--- src/rtl/cme_pkg.sv ---
// Shared types, symbol codes and the letter code table of the Cyrillic Morse encoder.
package cme_pkg;

   localparam int unsigned MaxSyms = 8;
   localparam int unsigned SymW = 2;
   localparam int unsigned CountW = 4;

   typedef logic [SymW-1:0] sym_type;

   localparam sym_type SYM_DOT  = 2'd0;
   localparam sym_type SYM_DASH = 2'd1;
   localparam sym_type SYM_GAP  = 2'd2;
   localparam sym_type SYM_END  = 2'd3;

   typedef struct packed {
      logic load;
      logic advance;
   } ctl_cmd_type;

   typedef struct packed {
      logic count_zero;
      logic count_one;
   } dp_status_type;

   typedef struct packed {
      logic [2:0] len;
      logic [5:0] pat;
   } code_type;

   // pat holds the first symbol in bit 5; a 1 is a dash
   function automatic code_type letter_code(input logic [4:0] idx);
      code_type c;
      case (idx)
         5'd0:  c = '{3'd2, 6'b010000};
         5'd1:  c = '{3'd4, 6'b100000};
         5'd2:  c = '{3'd3, 6'b011000};
         5'd3:  c = '{3'd3, 6'b110000};
         5'd4:  c = '{3'd3, 6'b100000};
         5'd5:  c = '{3'd1, 6'b000000};
         5'd6:  c = '{3'd4, 6'b000100};
         5'd7:  c = '{3'd4, 6'b110000};
         5'd8:  c = '{3'd2, 6'b000000};
         5'd9:  c = '{3'd4, 6'b011100};
         5'd10: c = '{3'd3, 6'b101000};
         5'd11: c = '{3'd4, 6'b010000};
         5'd12: c = '{3'd2, 6'b110000};
         5'd13: c = '{3'd2, 6'b100000};
         5'd14: c = '{3'd3, 6'b111000};
         5'd15: c = '{3'd4, 6'b011000};
         5'd16: c = '{3'd3, 6'b010000};
         5'd17: c = '{3'd3, 6'b000000};
         5'd18: c = '{3'd1, 6'b100000};
         5'd19: c = '{3'd3, 6'b001000};
         5'd20: c = '{3'd4, 6'b001000};
         5'd21: c = '{3'd4, 6'b000000};
         5'd22: c = '{3'd4, 6'b101000};
         5'd23: c = '{3'd4, 6'b111000};
         5'd24: c = '{3'd4, 6'b111100};
         5'd25: c = '{3'd4, 6'b110100};
         5'd26: c = '{3'd6, 6'b011010};
         5'd27: c = '{3'd4, 6'b101100};
         5'd28: c = '{3'd4, 6'b100100};
         5'd29: c = '{3'd5, 6'b001000};
         5'd30: c = '{3'd4, 6'b001100};
         5'd31: c = '{3'd4, 6'b010100};
         default: c = '{3'd0, 6'b000000};
      endcase
      return c;
   endfunction

endpackage

--- src/rtl/cme_datapath.sv ---
// Datapath: text state, symbol list build and symbol shift queue.
module cme_datapath (
   input  logic                   clock,
   input  logic                   reset,
   input  cme_pkg::ctl_cmd_type   cmd,
   input  logic [7:0]             req_text_byte,
   input  logic                   req_end_of_text,
   output cme_pkg::dp_status_type status,
   output cme_pkg::sym_type       rsp_symbol,
   output logic                   rsp_bad_char_seen,
   output logic                   rsp_run_last
);
   import cme_pkg::*;

   localparam int unsigned ListW = MaxSyms * SymW;

   logic                after_space_ff, after_space_in;
   logic                held_gap_ff, held_gap_in;
   logic                bad_flag_ff, bad_flag_in;
   logic                bad_end_ff, bad_end_in;
   logic [CountW-1:0]   count_ff, count_in;
   logic [ListW-1:0]    list_ff, list_in;

   logic                is_space, space_first, is_letter, is_other, pre;
   code_type            code;
   logic [11:0]         body;
   logic [2:0]          body_len;
   logic [ListW-1:0]    built;
   logic [CountW-1:0]   built_len;

   assign is_space    = (req_text_byte == 8'd32);
   assign space_first = is_space & ~after_space_ff;
   assign is_letter   = (req_text_byte[7:6] == 2'b11);
   assign is_other    = ~is_space & ~is_letter;
   assign pre         = held_gap_ff & (space_first | is_letter);
   assign code        = letter_code(req_text_byte[4:0]);

   always_comb begin
      body     = '0;
      body_len = 3'd0;
      if (space_first) begin
         body     = {8'd0, SYM_GAP, SYM_GAP};
         body_len = 3'd2;
      end else if (is_letter) begin
         for (int i = 0; i < 6; i++) begin
            body[2*i +: 2] = code.pat[5-i] ? SYM_DASH : SYM_DOT;
         end
         body_len = code.len;
      end
   end

   always_comb begin
      built     = {4'd0, body} << (pre ? 2 : 0);
      built_len = CountW'(body_len) + CountW'(pre);
      if (pre) begin
         built[1:0] = SYM_GAP;
      end
      if (req_end_of_text) begin
         built[2*built_len[2:0] +: 2] = SYM_END;
         built_len                    = built_len + CountW'(1);
      end
   end

   always_comb begin
      after_space_in = after_space_ff;
      held_gap_in    = held_gap_ff;
      bad_flag_in    = bad_flag_ff;
      bad_end_in     = bad_end_ff;
      count_in       = count_ff;
      list_in        = list_ff;
      if (cmd.load) begin
         list_in    = built;
         count_in   = built_len;
         bad_end_in = bad_flag_ff | is_other;
         if (req_end_of_text) begin
            after_space_in = 1'b0;
            held_gap_in    = 1'b0;
            bad_flag_in    = 1'b0;
         end else begin
            after_space_in = is_space;
            held_gap_in    = held_gap_ff | space_first | is_letter;
            bad_flag_in    = bad_flag_ff | is_other;
         end
      end else if (cmd.advance) begin
         list_in  = list_ff >> SymW;
         count_in = count_ff - CountW'(1);
      end
   end

   always_ff @(posedge clock) begin
      if (reset) begin
         after_space_ff <= 1'b0;
         held_gap_ff    <= 1'b0;
         bad_flag_ff    <= 1'b0;
         count_ff       <= '0;
      end else begin
         after_space_ff <= after_space_in;
         held_gap_ff    <= held_gap_in;
         bad_flag_ff    <= bad_flag_in;
         count_ff       <= count_in;
      end
      list_ff    <= list_in;
      bad_end_ff <= bad_end_in;
   end

   assign status.count_zero = (count_ff == CountW'(0));
   assign status.count_one  = (count_ff == CountW'(1));
   assign rsp_symbol        = list_ff[SymW-1:0];
   assign rsp_bad_char_seen = (list_ff[SymW-1:0] == SYM_END) & bad_end_ff;
   assign rsp_run_last      = status.count_one;
endmodule

--- src/rtl/cme_controller.sv ---
// Controller: accepts one request, then sequences its symbols out.
module cme_controller (
   input  logic                   clock,
   input  logic                   reset,
   input  logic                   req_valid,
   output logic                   req_stall,
   output logic                   rsp_valid,
   input  logic                   rsp_stall,
   input  cme_pkg::dp_status_type status,
   output cme_pkg::ctl_cmd_type   cmd
);
   import cme_pkg::*;

   typedef enum logic {
      ST_IDLE,
      ST_EMIT
   } state_type;

   state_type state_ff;
   logic      stall_ff;

   assign req_stall   = stall_ff;
   assign rsp_valid   = (state_ff == ST_EMIT) & ~status.count_zero;
   assign cmd.load    = (state_ff == ST_IDLE) & req_valid & ~stall_ff;
   assign cmd.advance = rsp_valid & ~rsp_stall;

   always_ff @(posedge clock) begin
      if (reset) begin
         state_ff <= ST_IDLE;
         stall_ff <= 1'b0;
      end else begin
         case (state_ff)
            ST_IDLE: begin
               if (cmd.load) begin
                  state_ff <= ST_EMIT;
                  stall_ff <= 1'b1;
               end
            end
            ST_EMIT: begin
               if (status.count_zero || (cmd.advance && status.count_one)) begin
                  state_ff <= ST_IDLE;
                  stall_ff <= 1'b0;
               end
            end
            default: begin
               state_ff <= ST_IDLE;
               stall_ff <= 1'b0;
            end
         endcase
      end
   end
endmodule

--- src/rtl/cyrillic_morse_encoder.sv ---
// Top level of the Cyrillic Morse encoder: controller plus datapath.
//
// Request channel (req_): one Windows-1251 byte per request with an
// end-of-text mark; accepted when req_valid is high and req_stall low.
// Response channel (rsp_): one Morse symbol per response (dot, dash, gap,
// end), accepted when rsp_valid is high and rsp_stall low. rsp_run_last
// marks the final symbol caused by a request; rsp_bad_char_seen is set on
// the end symbol when a byte without a code appeared in the text.
// The first symbol of a request is valid in the cycle after accept.
// A request occupies the block until its last symbol is taken, since the
// symbol queue drains one symbol per cycle while rsp_stall is low; a
// request produces up to 8 symbols.
// req_stall stays high from accept until the last symbol is taken.
// Reset clears the space, held-gap and pending bad-character state and empties the queue by clearing its count.
// A stalled receiver holds the current symbol; nothing is lost or dropped.
module cyrillic_morse_encoder (
   input  logic             clock,
   input  logic             reset,
   input  logic             req_valid,
   output logic             req_stall,
   input  logic [7:0]       req_text_byte,
   input  logic             req_end_of_text,
   output logic             rsp_valid,
   input  logic             rsp_stall,
   output cme_pkg::sym_type rsp_symbol,
   output logic             rsp_bad_char_seen,
   output logic             rsp_run_last
);
   import cme_pkg::*;

   ctl_cmd_type   cmd;
   dp_status_type status;

   cme_controller u_controller (
      .clock     (clock),
      .reset     (reset),
      .req_valid (req_valid),
      .req_stall (req_stall),
      .rsp_valid (rsp_valid),
      .rsp_stall (rsp_stall),
      .status    (status),
      .cmd       (cmd)
   );

   cme_datapath u_datapath (
      .clock             (clock),
      .reset             (reset),
      .cmd               (cmd),
      .req_text_byte     (req_text_byte),
      .req_end_of_text   (req_end_of_text),
      .status            (status),
      .rsp_symbol        (rsp_symbol),
      .rsp_bad_char_seen (rsp_bad_char_seen),
      .rsp_run_last      (rsp_run_last)
   );

   a_busy_while_emit: assert property (@(posedge clock) disable iff (reset)
      rsp_valid |-> req_stall)
      else $error("request accepted while symbols pending");

   a_end_is_last: assert property (@(posedge clock) disable iff (reset)
      (rsp_valid && rsp_symbol == SYM_END) |-> rsp_run_last)
      else $error("end symbol not last of its request");

   a_bad_only_on_end: assert property (@(posedge clock) disable iff (reset)
      (rsp_valid && rsp_bad_char_seen) |-> (rsp_symbol == SYM_END))
      else $error("bad flag on non-end symbol");

   a_idle_after_last: assert property (@(posedge clock) disable iff (reset)
      (rsp_valid && !rsp_stall && rsp_run_last) |=> (!rsp_valid && !req_stall))
      else $error("block not idle after last symbol");
endmodule

--- config.mk ---
export PLATFORM = sky130hd
export DESIGN_NAME = cyrillic_morse_encoder
export DESIGN_NICKNAME = d
export VERILOG_FILES = /design/src/rtl/cme_pkg.sv /design/src/rtl/cme_datapath.sv /design/src/rtl/cme_controller.sv /design/src/rtl/cyrillic_morse_encoder.sv
export SDC_FILE = /design/constraint.sdc
export NUM_CORES = 1
export LEC_CHECK = 0
export BUFFER_PORTS_ARGS = -buffer_cell sky130_fd_sc_hd__buf_2
export CAP_MARGIN = 0
export CORE_MARGIN = 2
export CORE_UTILIZATION = 40
export CTS_CLUSTER_SIZE = 8
export DETAILED_ROUTE_END_ITERATION = 10
export HOLD_SLACK_MARGIN = 0.05
export PLACE_DENSITY = 0.54
export SLEW_MARGIN = 20
export SYNTH_ARGS = -nofsm -noshare
export SYNTH_HDL_FRONTEND = slang
export SYNTH_HIERARCHICAL = 1
export SYNTH_SLANG_ARGS = --single-unit
export TNS_END_PERCENT = 30
--- constraint.sdc ---
create_clock -name clock -period 10.5 [get_ports clock]
set_clock_uncertainty 0.05 [all_clocks]
set_input_delay 2.1 -clock clock [delete_from_list [all_inputs] [get_ports clock]]
set_output_delay 2.1 -clock clock [all_outputs]
set_load 0.02 [all_outputs]
==> impl_metrics.env <==
export IMPL_ys_seq_area_share_pct=31.2
export IMPL_hpwl_mm=3.54
export IMPL_finalCritPeriodShare_pct=58.5
export IMPL_core_area_sq_um=4790
export IMPL_hp_class="reg -> reg"
export IMPL_cpLargestDelayFamily="simple AND/OR/NAND/NOR gates"
export IMPL_dieHeight_microns=75.1
export IMPL_peakVddDrop_mv=0.0682
export IMPL_n_antenna_cell=0
export IMPL_clk_pin_slew_ns=0.08
export IMPL_syn_area_per_cell_sq_um=8.63
export IMPL_cts_sinks=24
export IMPL_syn_nets=261
export IMPL_via_count=1703
export IMPL_drive_gt1_share_pct=13.8
export IMPL_powerDensity_nw_per_um2=118
export IMPL_cts_buffer_depth=2
export IMPL_yosys_warnings=6
export IMPL_grt_pass1_wl_mm=7.63
export IMPL_fillers=486
export IMPL_intPower_w=0.000174
export IMPL_critPathMostFrequentCell="inv_1"
export IMPL_netlist_area_sq_um=2020
export IMPL_wirelength_mm=4.80
export IMPL_io_pins=19
export IMPL_cts_resized=0
export IMPL_power_leakage_nw=0.792
export IMPL_setup_violations=0
export IMPL_cp_cell_sequence="buf_2 -> inv_1 -> ha_1 -> or4b_4 -> or4b_4 -> o22ai_1 -> ha_1 -> inv_1 -> o311ai_0 -> or2_2 -> inv_1 -> ha_1 -> inv_1 -> nor4_1 -> nor2_1 -> a21oi_1"
export IMPL_synth_ff_type="edfxtp_1"
export IMPL_cpPeakStageDelay_ns=0.55
export IMPL_sw_frac_of_total_pct=31.9
export IMPL_vias_per_cell=5.57
export IMPL_async_reset_ff_share_pct=0
export IMPL_tightest_slew_ns=0.646
export IMPL_pwr_share_seq_pct=47.7
export IMPL_die_x_microns=75.1
export IMPL_critPathMaxFanout=13
export IMPL_clock_fmax_mhz=163
export IMPL_antenna_found_initial=0
export IMPL_layout_commonest_cell="nor2_1"
export IMPL_drt_pass1_iterations=4
export IMPL_cts_setup_buffers=0
export IMPL_area_growth_synth_to_final_pct=6.88
export IMPL_slowest_stage="or4b_4"
export IMPL_drtIter0Drc=103
export IMPL_num_rows=25
export IMPL_rsz0062_at_grt="no"
export IMPL_gr_total_overflow=0
export IMPL_netSwitchingPower_w=0.0000815
export IMPL_port_buffers=18
export IMPL_worstSetupStartpointType="primary input"
export IMPL_min_period_ns=6.15
export IMPL_outcome="complete, no violations"
export IMPL_crit_required_ns=10.57
export IMPL_clk_latency_ns=0.26
export IMPL_dpl_worst_slack_ns=4.10
export IMPL_worstSetupEndpointType="flop"
export IMPL_start_util_pct=42.2
export IMPL_worst_slack_ns=4.35
export IMPL_grt_start_max_net_pins=27
export IMPL_fin_hold_ws_ns=0.447
export IMPL_critPathBufInv=5
export IMPL_place_gp_congestion=0.822
export IMPL_finalHoldViolations=0
export IMPL_synth_cells=234
export IMPL_clockRootBuffer="clkbuf_8"
export IMPL_drc_errors=0
export IMPL_ys_ff_latch=24
export IMPL_nNetsFinal=267
export IMPL_max_cap_violations=0
export IMPL_grt_pass1_vias=1590
export IMPL_clockPowerShare_pct=21.6
export IMPL_tns_ns=0
export IMPL_drv_slew=0
export IMPL_arrival_ns=6.22
export IMPL_cts_tree="done"
export IMPL_hold_buffers=0
export IMPL_most_common_layout_cells="19 x nor2_1, 18 x buf_2, 18 x nand2_1, 15 x edfxtp_1"
export IMPL_antenna_left=0
export IMPL_comb_power_share_pct=30.6
export IMPL_synth_edf_count=15
export IMPL_synth_cell_types=58
export IMPL_cts_buffers=3
export IMPL_cts_htree_levels=1
export IMPL_fp_dieArea_sq_um=5630
export IMPL_criticalPathCategory="in -> reg"
export IMPL_grt_use_total_pct=17.9
export IMPL_wl_per_cell_microns=15.7
export IMPL_relSlewSlack_pct=56.4
-- routing by layer --
layer	wire [microns]	track usage, %	vias up
li1	-	-	872
met1	2440	24.4	802
met2	2200	30.2	27
met3	136	2.81	2
met4	27	2.98	0
met5	0	0	-
-- worst reg2reg max path, cell delays in order, from the launching register on --
cell and delay, ns:
dfxtp_1 0.33, or4b_2 0.70, nor2_1 0.29, nor2_1 0.09, nor2_1 0.10, ha_1 0.21, ha_1 0.23, inv_1 0.10
o311ai_0 0.52, or2_2 0.23, inv_1 0.04, ha_1 0.35, inv_1 0.12, nor4_1 0.45, nor2_1 0.11, a21oi_1 0.16
-- per-stage QoR --
step / cell area (sq um) / total power (W) / utilization [%] / instances
finish: 2160 / 0.000255 / 45.1 / 306
global route: 2160 / 0.000270 / 45.1 / 306
CTS: 2160 / 0.000257 / 45.1 / 306
detailed placement: 2110 / 0.000202 / 44.2 / 302
global placement: 2110 / 0.000202 / 44.2 / 302
floorplan: 2020 / 0.000183 / - / 234
-- cell usage after synthesis, types with 2 or more instances --
| library cell | instances | area [sq um] |
|---|---|---|
| nor2_1 | 19 | 71.3 |
| nand2_1 | 18 | 67.6 |
| edfxtp_1 | 15 | 450 |
| a21oi_1 | 14 | 70.1 |
| ha_1 | 14 | 175 |
| clkbuf_1 | 13 | 48.8 |
| inv_1 | 12 | 45.0 |
| o21ai_0 | 12 | 60.1 |
| dfxtp_1 | 9 | 180 |
| nand2b_1 | 8 | 50.1 |
| xnor2_1 | 6 | 52.6 |
| a211oi_1 | 5 | 37.5 |
| mux2i_1 | 5 | 50.1 |
| nor3b_1 | 5 | 37.5 |
| a221oi_1 | 4 | 35.0 |
| o211ai_1 | 4 | 30.0 |
| and3_1 | 3 | 18.8 |
| buf_4 | 3 | 22.5 |
| mux2_2 | 3 | 33.8 |
| nand3_1 | 3 | 15.0 |
| nor2b_1 | 3 | 18.8 |
| nor3_1 | 3 | 15.0 |
| o31ai_1 | 3 | 22.5 |
| or2_2 | 3 | 18.8 |
| a31oi_1 | 2 | 12.5 |
| a32oi_1 | 2 | 17.5 |
| and2_1 | 2 | 12.5 |
| and2b_1 | 2 | 15.0 |
| nand3b_1 | 2 | 15.0 |
| nand4_1 | 2 | 12.5 |
| nor4b_1 | 2 | 17.5 |
| nor4bb_1 | 2 | 20.0 |
| o21bai_1 | 2 | 15.0 |
| o2bb2ai_1 | 2 | 17.5 |
| o311ai_0 | 2 | 17.5 |
| or3_1 | 2 | 12.5 |
| or4b_4 | 2 | 27.5 |
-- area by class of cell --
type / instances / area (sq um) / area share, %
Inverter: 12 / 45.0 / 2.09
Tap cell: 67 / 83.8 / 3.88
Sequential cell: 24 / 631 / 29.2
Clock buffer: 4 / 45.0 / 2.09
Multi-Input combinational cell: 180 / 1260 / 58.2
Timing Repair Buffer: 19 / 97.6 / 4.52
-- flip-flops by register name (all words and copies together) (netlist names) --
register / flops
u_datapath/list_ff: 14
u_datapath/count_ff: 4
u_controller/req_stall: 1
u_controller/state_ff: 1
u_datapath/after_space_ff: 1
u_datapath/bad_end_ff: 1
u_datapath/bad_flag_ff: 1
u_datapath/held_gap_ff: 1
-- power groups by stage --
stage,Clock (W),Sequential (W),Combinational (W)
after floorplan,0,0.000123,0.0000602
after global placement,0,0.000124,0.0000778
after detailed placement,0,0.000124,0.0000778
after CTS,0.0000570,0.000122,0.0000782
after global routing,0.0000592,0.000124,0.0000876
final,0.0000552,0.000122,0.0000782
-- cell families (layout without fill, tap and decap cells) --
group	count (synthesis)	count (layout)	synth area share, %
XOR/XNOR	7	7	3.04
adder cells (fa/ha/maj)	14	14	8.67
multiplexers	8	8	4.15
AND/OR/NAND/NOR	87	87	24.6
AO/OA/AOI/OAI	64	64	21.7
buffers and inverters	30	35	6.57
flip-flops	24	24	31.2
-- path summary, 6_finish.rpt --
kind | startpoint | end | slack [ns] | cells after the start
setup reg to reg | u_datapath/after_space_ff | u_datapath/list_ff[3] | 6.26 | 15
hold reg to reg | u_datapath/after_space_ff | u_datapath/after_space_ff | 0.45 | 2
setup / recovery | req_text_byte[0] | u_datapath/list_ff[3] | 4.35 | 16
hold / removal | u_datapath/after_space_ff | u_datapath/after_space_ff | 0.45 | 2
No activity file was read; power rests on OpenSTA's default activity.
